$ cat src/hdl/tga_rle_pixel_decoder_unit_assert.svh
// assertion macros for the tga rle pixel decoder
// expects clk and rst_n in the scope where a macro is used
`ifndef TGA_RLE_PIXEL_DECODER_UNIT_ASSERT_SVH
`define TGA_RLE_PIXEL_DECODER_UNIT_ASSERT_SVH

`ifndef NO_ASSERTIONS

// same-cycle implication
`define TGA_ASSERT_IMPLY(lbl, ante, cons) \
    lbl: assert property (@(posedge clk) disable iff (!rst_n) (ante) |-> (cons)) \
        else $error("tga rle decoder: implication failed");

// next-cycle implication
`define TGA_ASSERT_NEXT(lbl, ante, cons) \
    lbl: assert property (@(posedge clk) disable iff (!rst_n) (ante) |=> (cons)) \
        else $error("tga rle decoder: next-cycle implication failed");

`else

`define TGA_ASSERT_IMPLY(lbl, ante, cons)
`define TGA_ASSERT_NEXT(lbl, ante, cons)

`endif

`endif

$ cat src/hdl/tga_rle_pkg.sv
// shared types, constants and helpers for the tga rle pixel decoder
// no dependencies
package tga_rle_pkg;

    localparam int BYTE_W       = 8;
    localparam int PB_W         = 3;
    localparam int POS_W        = 2;
    localparam int CFG_DATA_W   = 3;
    localparam int CFG_INDEX_W  = 2;
    localparam int QUEUE_DEPTH  = 4;
    localparam int QUEUE_AW     = $clog2(QUEUE_DEPTH);

    localparam logic [BYTE_W-1:0] OPAQUE_ALPHA = 8'd255;
    localparam logic [BYTE_W-1:0] COUNT_MASK   = 8'h7f;
    localparam logic [BYTE_W-1:0] RUN_FLAG     = 8'h80;

    localparam logic [PB_W-1:0] PB_RESET  = 3'd4;
    localparam logic            RLE_RESET = 1'b1;

    // register indexes on the write port
    localparam logic [CFG_INDEX_W-1:0] REG_PIXEL_BYTES = 2'd0;
    localparam logic [CFG_INDEX_W-1:0] REG_RLE_ENABLED = 2'd1;

    typedef enum logic [1:0] {
        FMT_GREY,
        FMT_BGR,
        FMT_BGRA
    } pixel_fmt_t;

    // one non-header byte handed from front to back
    typedef struct packed {
        logic [BYTE_W-1:0] data;
        logic [POS_W-1:0]  pos;
        logic              last;
        logic [BYTE_W-1:0] count;
    } entry_t;

    typedef struct packed {
        logic [BYTE_W-1:0] red;
        logic [BYTE_W-1:0] green;
        logic [BYTE_W-1:0] blue;
        logic [BYTE_W-1:0] alpha;
        logic [BYTE_W-1:0] count;
    } pixel_t;

    // unsupported sizes decode as grey
    function automatic pixel_fmt_t pixel_format(input logic [PB_W-1:0] pb);
        pixel_fmt_t fmt;
        case (pb)
            3'd3:    fmt = FMT_BGR;
            3'd4:    fmt = FMT_BGRA;
            default: fmt = FMT_GREY;
        endcase
        return fmt;
    endfunction

    // position of the final byte of a pixel
    function automatic logic [POS_W-1:0] last_pos(input pixel_fmt_t fmt);
        logic [POS_W-1:0] p;
        case (fmt)
            FMT_BGR:  p = 2'd2;
            FMT_BGRA: p = 2'd3;
            default:  p = 2'd0;
        endcase
        return p;
    endfunction

endpackage

$ cat src/hdl/tga_rle_pixel_decoder_unit.sv
// TGA run-length pixel decoder, one payload byte per cycle in, RGBA8888 pixels with a
// repeat count out. The front part parses packet headers and tags every pixel byte; a
// four-entry queue carries the tagged bytes to the back part, which gathers them and
// holds the finished pixel in an output register. Bytes are taken every cycle unless the
// queue is full; a pixel shows on the result ports at the edge where its last byte leaves
// the queue, and header bytes give no result. Pixel rate is set by the byte stream: one
// pixel per 1, 3 or 4 bytes. Writing either register restarts packet and pixel parsing.
// depends on tga_rle_pkg, tga_rle_front, tga_rle_queue, tga_rle_back and the assert header
`include "tga_rle_pixel_decoder_unit_assert.svh"

module tga_rle_pixel_decoder_unit
    import tga_rle_pkg::*;
(
    input  logic                   clk,
    input  logic                   rst_n,
    input  logic                   wr_en,
    input  logic [CFG_INDEX_W-1:0] wr_index,
    input  logic [CFG_DATA_W-1:0]  wr_data,
    input  logic                   push,
    output logic                   full,
    input  logic [BYTE_W-1:0]      data_byte,
    output logic                   empty,
    input  logic                   pop,
    output logic [BYTE_W-1:0]      red,
    output logic [BYTE_W-1:0]      green,
    output logic [BYTE_W-1:0]      blue,
    output logic [BYTE_W-1:0]      alpha,
    output logic [BYTE_W-1:0]      repeat_count
);

    logic [PB_W-1:0] pixel_bytes_reg, pixel_bytes_next;
    logic            rle_enabled_reg, rle_enabled_next;
    logic            clear;
    logic            accept;
    logic            q_push, q_pop, q_full, q_empty;
    entry_t          q_wr_entry, q_rd_entry;
    pixel_t          pixel;

    always_comb
    begin
        pixel_bytes_next = pixel_bytes_reg;
        rle_enabled_next = rle_enabled_reg;
        clear            = 1'b0;
        if (wr_en)
        begin
            case (wr_index)
                REG_PIXEL_BYTES:
                begin
                    pixel_bytes_next = wr_data;
                    clear            = 1'b1;
                end
                REG_RLE_ENABLED:
                begin
                    rle_enabled_next = wr_data[0];
                    clear            = 1'b1;
                end
                default: ;
            endcase
        end
    end

    always_ff @(posedge clk or negedge rst_n)
    begin
        if (!rst_n)
        begin
            pixel_bytes_reg <= PB_RESET;
            rle_enabled_reg <= RLE_RESET;
        end
        else
        begin
            pixel_bytes_reg <= pixel_bytes_next;
            rle_enabled_reg <= rle_enabled_next;
        end
    end

    assign full   = q_full;
    assign accept = push && !q_full;

    tga_rle_front u_front (
        .clk         (clk),
        .rst_n       (rst_n),
        .accept      (accept),
        .data_byte   (data_byte),
        .pixel_bytes (pixel_bytes_reg),
        .rle_enabled (rle_enabled_reg),
        .clear       (clear),
        .entry_push  (q_push),
        .entry       (q_wr_entry)
    );

    tga_rle_queue u_queue (
        .clk      (clk),
        .rst_n    (rst_n),
        .wr       (q_push),
        .wr_entry (q_wr_entry),
        .rd       (q_pop),
        .rd_entry (q_rd_entry),
        .full     (q_full),
        .empty    (q_empty)
    );

    tga_rle_back u_back (
        .clk         (clk),
        .rst_n       (rst_n),
        .pixel_bytes (pixel_bytes_reg),
        .q_empty     (q_empty),
        .q_entry     (q_rd_entry),
        .q_pop       (q_pop),
        .pop         (pop),
        .empty       (empty),
        .pixel       (pixel)
    );

    assign red          = pixel.red;
    assign green        = pixel.green;
    assign blue         = pixel.blue;
    assign alpha        = pixel.alpha;
    assign repeat_count = pixel.count;

    // a transaction into the queue never lands on a full queue
    `TGA_ASSERT_IMPLY(a_no_overflow, q_push, !q_full)
    // the back part never reads an empty queue
    `TGA_ASSERT_IMPLY(a_no_underflow, q_pop, !q_empty)
    // a held pixel always carries a real count
    `TGA_ASSERT_IMPLY(a_count_nonzero, !empty, repeat_count != '0)

endmodule

$ cat src/hdl/tga_rle_front.sv
// front part: packet header parsing and byte classification
// depends on tga_rle_pkg
module tga_rle_front
    import tga_rle_pkg::*;
(
    input  logic              clk,
    input  logic              rst_n,
    input  logic              accept,
    input  logic [BYTE_W-1:0] data_byte,
    input  logic [PB_W-1:0]   pixel_bytes,
    input  logic              rle_enabled,
    input  logic              clear,
    output logic              entry_push,
    output entry_t            entry
);

    logic [BYTE_W-1:0] rem_reg, rem_next;
    logic              run_reg, run_next;
    logic [POS_W-1:0]  pos_reg, pos_next;

    pixel_fmt_t fmt;
    logic       is_header;
    logic       is_last;

    assign fmt       = pixel_format(pixel_bytes);
    assign is_header = rle_enabled && (rem_reg == '0);
    assign is_last   = (pos_reg >= last_pos(fmt));

    always_comb
    begin
        rem_next   = rem_reg;
        run_next   = run_reg;
        pos_next   = pos_reg;
        entry_push = 1'b0;
        entry.data  = data_byte;
        entry.pos   = pos_reg;
        entry.last  = is_last;
        entry.count = (rle_enabled && run_reg) ? rem_reg : 8'd1;
        if (clear)
        begin
            rem_next = '0;
            run_next = 1'b0;
            pos_next = '0;
        end
        else if (accept)
        begin
            if (is_header)
            begin
                rem_next = (data_byte & COUNT_MASK) + 8'd1;
                run_next = ((data_byte & RUN_FLAG) != '0);
                pos_next = '0;
            end
            else
            begin
                entry_push = 1'b1;
                if (!is_last)
                begin
                    pos_next = pos_reg + 2'd1;
                end
                else
                begin
                    pos_next = '0;
                    if (rle_enabled)
                    begin
                        rem_next = run_reg ? 8'd0 : rem_reg - 8'd1;
                    end
                end
            end
        end
    end

    always_ff @(posedge clk or negedge rst_n)
    begin
        if (!rst_n)
        begin
            rem_reg <= '0;
            run_reg <= 1'b0;
            pos_reg <= '0;
        end
        else
        begin
            rem_reg <= rem_next;
            run_reg <= run_next;
            pos_reg <= pos_next;
        end
    end

endmodule

$ cat src/hdl/tga_rle_queue.sv
// short register queue between front and back parts
// depends on tga_rle_pkg
module tga_rle_queue
    import tga_rle_pkg::*;
(
    input  logic   clk,
    input  logic   rst_n,
    input  logic   wr,
    input  entry_t wr_entry,
    input  logic   rd,
    output entry_t rd_entry,
    output logic   full,
    output logic   empty
);

    entry_t              mem_reg [QUEUE_DEPTH];
    logic [QUEUE_AW-1:0] wr_ptr_reg, wr_ptr_next;
    logic [QUEUE_AW-1:0] rd_ptr_reg, rd_ptr_next;
    logic [QUEUE_AW:0]   count_reg, count_next;

    assign full     = (count_reg == (QUEUE_AW+1)'(QUEUE_DEPTH));
    assign empty    = (count_reg == '0);
    assign rd_entry = mem_reg[rd_ptr_reg];

    always_comb
    begin
        wr_ptr_next = wr_ptr_reg;
        rd_ptr_next = rd_ptr_reg;
        count_next  = count_reg;
        if (wr)
        begin
            wr_ptr_next = (wr_ptr_reg == QUEUE_AW'(QUEUE_DEPTH - 1)) ? '0 : wr_ptr_reg + 1'b1;
        end
        if (rd)
        begin
            rd_ptr_next = (rd_ptr_reg == QUEUE_AW'(QUEUE_DEPTH - 1)) ? '0 : rd_ptr_reg + 1'b1;
        end
        if (wr && !rd)
        begin
            count_next = count_reg + 1'b1;
        end
        else if (rd && !wr)
        begin
            count_next = count_reg - 1'b1;
        end
    end

    always_ff @(posedge clk or negedge rst_n)
    begin
        if (!rst_n)
        begin
            wr_ptr_reg <= '0;
            rd_ptr_reg <= '0;
            count_reg  <= '0;
        end
        else
        begin
            wr_ptr_reg <= wr_ptr_next;
            rd_ptr_reg <= rd_ptr_next;
            count_reg  <= count_next;
        end
    end

    always_ff @(posedge clk)
    begin
        if (wr)
        begin
            mem_reg[wr_ptr_reg] <= wr_entry;
        end
    end

endmodule

$ cat src/hdl/tga_rle_back.sv
// back part: gathers pixel bytes, expands to rgba and holds the result
// depends on tga_rle_pkg
module tga_rle_back
    import tga_rle_pkg::*;
(
    input  logic            clk,
    input  logic            rst_n,
    input  logic [PB_W-1:0] pixel_bytes,
    input  logic            q_empty,
    input  entry_t          q_entry,
    output logic            q_pop,
    input  logic            pop,
    output logic            empty,
    output pixel_t          pixel
);

    logic [BYTE_W-1:0] held0_reg, held1_reg, held2_reg;
    logic              out_valid_reg, out_valid_next;
    pixel_t            out_pix_reg, out_pix_next;
    logic              out_free;
    logic              emit;

    assign out_free = !out_valid_reg || pop;
    assign q_pop    = !q_empty && (!q_entry.last || out_free);
    assign emit     = q_pop && q_entry.last;
    assign empty    = !out_valid_reg;
    assign pixel    = out_pix_reg;

    always_comb
    begin
        out_pix_next       = out_pix_reg;
        out_pix_next.count = q_entry.count;
        case (pixel_format(pixel_bytes))
            FMT_BGR:
            begin
                out_pix_next.blue  = held0_reg;
                out_pix_next.green = held1_reg;
                out_pix_next.red   = q_entry.data;
                out_pix_next.alpha = OPAQUE_ALPHA;
            end
            FMT_BGRA:
            begin
                out_pix_next.blue  = held0_reg;
                out_pix_next.green = held1_reg;
                out_pix_next.red   = held2_reg;
                out_pix_next.alpha = q_entry.data;
            end
            default:
            begin
                out_pix_next.blue  = q_entry.data;
                out_pix_next.green = q_entry.data;
                out_pix_next.red   = q_entry.data;
                out_pix_next.alpha = OPAQUE_ALPHA;
            end
        endcase
    end

    always_comb
    begin
        out_valid_next = out_valid_reg;
        if (emit)
        begin
            out_valid_next = 1'b1;
        end
        else if (pop)
        begin
            out_valid_next = 1'b0;
        end
    end

    always_ff @(posedge clk or negedge rst_n)
    begin
        if (!rst_n)
        begin
            out_valid_reg <= 1'b0;
        end
        else
        begin
            out_valid_reg <= out_valid_next;
        end
    end

    always_ff @(posedge clk)
    begin
        if (emit)
        begin
            out_pix_reg <= out_pix_next;
        end
        if (q_pop && !q_entry.last)
        begin
            case (q_entry.pos)
                2'd0:    held0_reg <= q_entry.data;
                2'd1:    held1_reg <= q_entry.data;
                2'd2:    held2_reg <= q_entry.data;
                default: ;
            endcase
        end
    end

endmodule

$ cat config.mk
export PLATFORM = sky130hd
export DESIGN_NAME = tga_rle_pixel_decoder_unit
export DESIGN_NICKNAME = d
export VERILOG_FILES = /design/src/hdl/tga_rle_pkg.sv /design/src/hdl/tga_rle_pixel_decoder_unit.sv /design/src/hdl/tga_rle_front.sv /design/src/hdl/tga_rle_queue.sv /design/src/hdl/tga_rle_back.sv
export VERILOG_INCLUDE_DIRS = /design/src /design/src/hdl
export SDC_FILE = /design/constraint.sdc
export NUM_CORES = 1
export LEC_CHECK = 0
export BUFFER_PORTS_ARGS = -buffer_cell sky130_fd_sc_hd__buf_2
export CAP_MARGIN = 0
export CORE_MARGIN = 5
export CORE_UTILIZATION = 53
export CTS_BUF_LIST = sky130_fd_sc_hd__clkbuf_8 sky130_fd_sc_hd__clkbuf_16
export DETAILED_ROUTE_END_ITERATION = 10
export PLACE_DENSITY = 0.75
export SLEW_MARGIN = 5
export SYNTH_ARGS = -nofsm -noshare
export SYNTH_HDL_FRONTEND = slang
export SYNTH_SLANG_ARGS = --single-unit
$ cat constraint.sdc
create_clock -name clk -period 3.9 [get_ports clk]
set_input_delay 0.195 -clock clk [delete_from_list [all_inputs] [get_ports clk]]
set_output_delay 0.195 -clock clk [all_outputs]
set_load 0.05 [all_outputs]
==> results of run 1 <==
-- per-stage QoR --
stage | setup WS, ns | hold WS, ns | util, % | total power [mW]
3_5_place_dp | 0.913 | 0.217 | 58.9 | 5.39
5_1_grt | 0.557 | 0.0172 | 64.4 | 7.47
2_1_floorplan | 0.732 | -0.101 | - | 4.76
3_3_place_gp | 0.997 | 0.203 | 58.9 | 5.29
6_report | 0.893 | 0.0213 | 64.4 | 7.11
4_1_cts | 0.897 | 0.000734 | 64.4 | 7.17
-- kinds of logic after synthesis --
| logic type | count (synthesis) | share of synthesized area, % |
|---|---|---|
| adder cells (fa/ha/maj) | 12 | 2.38 |
| AND/OR/NAND/NOR | 100 | 8.26 |
| XOR/XNOR | 9 | 1.19 |
| AO/OA/AOI/OAI | 60 | 6.51 |
| buffers and inverters | 28 | 1.81 |
| flip-flops | 163 | 72.1 |
| multiplexers | 27 | 7.79 |
-- final timing paths --
path,startpoint,endpoint,slack (ns),cells past startpoint
max in group asynchronous,rst_n,pixel_bytes_reg[2],3.24,2
setup / recovery,u_front.rem_reg[0],u_queue.count_reg[2],0.89,11
hold / removal,wr_data[1],pixel_bytes_reg[1],0.02,2
min in group asynchronous,rst_n,u_queue.count_reg[2],0.29,2
setup reg to reg,u_front.rem_reg[0],u_queue.count_reg[2],0.89,11
hold reg to reg,u_queue.count_reg[2],u_queue.count_reg[2],0.49,1
-- layer usage --
| layer | global-route usage [%] | up-vias |
|---|---|---|
| li1 | - | 1696 |
| met5 | 0 | - |
| met2 | 28.5 | 126 |
| met1 | 23.4 | 1836 |
| met3 | 4.50 | 17 |
| met4 | 9.10 | 0 |
-- area by class of cell --
cell class | count | share of cell area (%)
well taps | 168 | 2.68
clock buffers | 17 | 5.43
flip-flops and latches | 163 | 61.0
inverters | 13 | 0.623
multi-input cells | 208 | 22.3
clock inverters | 15 | 2.73
repair buffers | 73 | 5.21
-- critical path: cells and delay by family (launching register included) --
kind	cells	cell delay [ns]
XOR/XNOR	2	0.33
AND/OR/NAND/NOR	4	1.15
adder cells (fa/ha/maj)	3	0.91
flip-flops	1	0.42
buffers and inverters	2	0.14
-- Yosys cell counts (8+ instances only) --
| cell type | n |
|---|---|
| edfxtp_1 | 140 |
| nand2_1 | 27 |
| dfrtp_1 | 21 |
| mux4_2 | 19 |
| a21o_1 | 16 |
| nor2_1 | 14 |
| and2_1 | 13 |
| inv_1 | 13 |
| ha_1 | 11 |
| a22o_1 | 10 |
| and3_1 | 9 |
| a21oi_1 | 8 |
| nand3_1 | 8 |
| o21ai_0 | 8 |
-- power by group through the flow --
stage,registers (mW),logic (mW),clock network (mW)
3_3_place_gp,2.83,2.46,0
6_report,2.82,2.51,1.78
2_1_floorplan,3.53,1.22,0
5_1_grt,2.88,2.70,1.88
3_5_place_dp,2.86,2.53,0
4_1_cts,2.83,2.55,1.80
-- what timing repair did --
action,CTS,global route
hold endpoints to repair,23,0
hold buffers,3,0
setup endpoints to repair,0,0
==> flow_summary.yaml, run 1 <==
status:
  status: "finished clean"
clock_tree:
  cts_setup_buffers: 0
  cts_tree: "done"
  cts_sinks: 163
  clk_latency_ns: 0.42
  clockBufferDepth: 2
  cts_buffers: 17
  cts_resized: 0
  path_clk_slew_ns: 0.06
  htreeDepth: 4
  clockRootBuffer: "clkbuf_16"
worst_setup_path:
  path_max_fanout: 9
  critical_path_class: "flop to flop"
  slowest_delay_ns: 0.60
  worstPathRequired_ns: 4.25
  arrival_ns: 3.35
  startpoint_type: "flop"
  path_cells: "inv_1 -> ha_1 -> nor4b_4 -> and2_1 -> nor3_1 -> ha_1 -> inv_1 -> fa_1 -> xor2_1 -> nor2_1 -> xor2_1"
  crit_path_end_kind: "flop"
  crit_path_top_delay_cell: "nor3_1"
layout:
  n_antenna_cell: 0
  final_cells: 657
  drive_gt1_share_pct: 28.6
  final_area_um2: 7830
  final_nets: 506
  fillers: 860
  layout_commonest_cell: "edfxtp_1"
  syn2layout_area_growth_pct: 18.1
  largest_reg_flops: 76
  final_cell_mix: "edfxtp_1 (140), buf_2 (59), nand2_1 (27)"
  regArea_um2: 4780
  multi_input_area_um2: 1750
global_routing:
  grt_pass1_wl_um: 20100
  grt_pass1_vias: 3778
  antenna_found_initial: 0
  grt_use_total_pct: 18.1
  globalRouteOverflowTotal: 0
  grt_max_degree: 41
route:
  met3RoutedLength_um: 841
  wl_met1_um: 5270
  num_vias: 3675
  vias_per_cell: 5.59
  maxUsedRoutingLayer: "met4"
  drt_wl_total_um: 12300
  postRouteAntennaNets: 0
  routed-wl-met2_um: 5950
  drt-initial-drc-count: 344
  drc_errors: 0
  wl_per_cell_um: 18.7
  dr.pass1.iters: 4
sta:
  min_period_over_period_pct: 77.1
  min_period_ns: 3.01
  slew_headroom_pct: 32.9
  rsz0062_at_grt: "no"
  finalHoldViolations: 0
  setup_violations: 0
  max_freq_ghz: 0.333
  tightest_slew_ns: 1.00
  tns_ns: 0
  final_max_slew_viol_count: 0
  clock_skew_ns: 0.00476
power_and_ir_drop:
  power.clock.fraction_pct: 25.0
  power.switching_mw: 2.56
  power.internal_mw: 4.55
  p_leak_nw: 2.93
  vdd_ir_drop_max_v: 0.000385
  seq_power_share_pct: 39.7
  power_density_nw_per_um2: 908
  swShare_pct: 36.0
  p_comb_share_pct: 35.3
floorplan:
  rows: 40
  core_um2: 12200
  fp.dieArea_um2: 14900
  die_h_um: 122
  initial_core_util_pct: 54.6
  ios: 60
  die_w_um: 122
place:
  port-buffer-count: 59
  globalplace.congestion: 0.890
  dpl.cell_count: 622
  placed_area_um2: 7160
  dp_hpwl_um: 8070
synthesis:
  synth_ff_type: "edfxtp_1"
  async_reset_ff_share_pct: 14.1
  yosysTopAreaCell: "edfxtp_1"
  synthTopCellsByArea: "edfxtp_1 (63%), dfrtp_1 (7.9%), mux4_2 (6.4%), ha_1 (2.1%), a21o_1 (1.8%)"
  ys_warn_count: 0
  postSynthAreaPerCell_um2: 16.6
  synth_cell_types: 50
  syn_nets: 429
  synth_cells: 399
  synth_edf_count: 140
  ys_ff_latch: 163
  synth_area_um2: 6640
  yosysSeqAreaShare_pct: 72.1
  synth_top_area_share_pct: 63.4
min_path:
  hold_class: "input pin to flop"
run:
  cap_violations: 0
Note: power is estimated with default switching activity, not from simulation.
==> run 2, diff against run 1 <==
- CORE_UTILIZATION: 53 -> 59
- PLACE_DENSITY: 0.75 -> 0.79
- clock period: 3.9 -> 2.8 ns (I/O delays scaled with it)
==> flow_summary.yaml, run 2 (same netlist as run 1, synthesis figures left out) <==
global_routing:
  grt-busiest-layer: "met2"
  antenna_found_initial: 0
  grt_max_degree: 41
  grt_pass1_wl_um: 20600
  grtUsageMet2_pct: 36.6
  met3_usage_pct: 4.70
  grt_use_total_pct: 20.9
  globalRouteOverflowTotal: 0
  grt.met1_usage_pct: 24.9
  grt_pass1_vias: 3913
route:
  drt_wl_total_um: 13000
  num_vias: 3757
  vias_per_cell: 5.86
  postRouteAntennaNets: 0
  dr.pass1.iters: 5
  drt-initial-drc-count: 348
  drc_errors: 0
  wl_per_cell_um: 20.3
clock_tree:
  clockRootBuffer: "clkbuf_16"
  clk_latency_ns: 0.42
  cts_tree: "done"
  cts_sinks: 163
  path_clk_slew_ns: 0.06
  cts_buffers: 17
  htreeDepth: 4
  clockBufferDepth: 2
sta:
  max_freq_ghz: 0.388
  min_period_ns: 2.58
  tns_ns: 0
  setup_violations: 0
  rsz0062_at_grt: "no"
  final_max_slew_viol_count: 0
  tightest_slew_ns: 0.539
  clock_skew_ns: 0.0130
  finalHoldViolations: 0
  min_period_over_period_pct: 92.1
  worst_slack_ns: 0.221
  slew_headroom_pct: 64.1
worst_setup_path:
  crit_path_end_kind: "flop"
  critical_path_class: "flop to flop"
  startpoint_type: "flop"
  path_cells: "inv_1 -> ha_1 -> nor4b_4 -> and2_1 -> nor3_1 -> ha_1 -> inv_1 -> fa_1 -> xor2_1 -> nor2_1 -> xor2_1"
  r2r_slack_ns: 0.22
  arrival_ns: 2.92
  slowest_delay_ns: 0.41
  worstPathRequired_ns: 3.14
  crit_path_top_delay_cell: "dfrtp_1"
  path_max_fanout: 7
layout:
  syn2layout_area_growth_pct: 17.6
  final_cell_mix: "edfxtp_1 (140), buf_2 (59), nand2_1 (27)"
  final_cells: 641
  largest_reg_flops: 76
  drive_gt1_share_pct: 28.5
  final_nets: 519
  layout_commonest_cell: "edfxtp_1"
  n_antenna_cell: 0
floorplan:
  die_h_um: 116
  rows: 38
  die_w_um: 116
  ios: 60
  initial_core_util_pct: 60.7
  core_um2: 10900
  fp.dieArea_um2: 13500
place:
  globalplace.congestion: 0.874
  dp_hpwl_um: 8070
  port-buffer-count: 59
  dp_slack_ns: 0.219
  dpl.cell_count: 602
status:
  status: "finished clean"
run:
  cap_violations: 0
power_and_ir_drop:
  vdd_ir_drop_max_v: 0.000856
  p_leak_nw: 2.94
  power_density_nw_per_um2: 1230
min_path:
  hold_class: "input pin to flop"
run 2: cell types whose count changed in the layout (fill, tap and decap cells not counted), sizes merged:
cell,delta
dlygate4sd3,+5
bufinv,-4
inv,+1
clkinvlp,-1
clkinv,+3
buf,+8
run 2: where the power goes:
part           total [mW]  internal (mW)  switching (mW)
Clock                2.06           1.19           0.865
Sequential           3.96           3.64           0.324
Combinational        3.54           1.17            2.37
Total                9.56           6.00            3.56
run 2: area by class of cell:
cell class / instances / area (µm²)
Inverter: 13 / 48.8
Multi-Input combinational cell: 208 / 1750
Clock inverter: 14 / 98.8
Sequential cell: 163 / 4780
Fill cell: 688 / 3130
Tap cell: 140 / 175
Timing Repair Buffer: 86 / 518
Clock buffer: 17 / 425
run 2: final timing paths:
path	from	to	depth (start not counted)
worst max-delay path	u_front.rem_reg[0]	u_queue.count_reg[2]	11
worst min-delay path	data_byte[6]	u_queue.mem_reg[2][17]	1
worst max register to register	u_front.rem_reg[0]	u_queue.count_reg[2]	11
worst min register to register	u_queue.count_reg[2]	u_queue.count_reg[2]	1
max in group asynchronous	rst_n	rle_enabled_reg	2
min in group asynchronous	rst_n	pixel_bytes_reg[0]	2
run 2: repair_timing:
item / in CTS / in global routing
buffers inserted: 0 / 0
hold endpoints to repair: 37 / 0
setup endpoints to repair: 0 / 1
hold buffers: 8 / 0
gates resized for setup: 0 / 1
run 2: through the flow:
step           total power [mW]  instance area [µm²]  hold slack, ns  util (%)
2_1_floorplan              6.64                 6650          -0.156         -
3_3_place_gp               7.39                 7190           0.145      65.8
3_5_place_dp               7.52                 7190           0.150      65.8
4_1_cts                    9.62                 7800         0.00440      71.3
5_1_grt                    10.0                 7800         0.00499      71.3
6_report                   9.56                 7800          0.0185      71.3
run 2: critical path: cells and delay by family, from the launching register on:
| kind | cells | cell delay, ns |
|---|---|---|
| DFF | 1 | 0.41 |
| adders and majority gates | 3 | 0.87 |
| buffers and inverters | 2 | 0.15 |
| xor gates and xnor gates | 2 | 0.32 |
| and+or+nand+nor | 4 | 0.75 |
run 2: routing by layer:
layer / wire length, µm / up-vias
li1: - / 1713
met1: 4960 / 1859
met2: 6790 / 165
met3: 979 / 20
met4: 295 / 0
met5: 0 / -
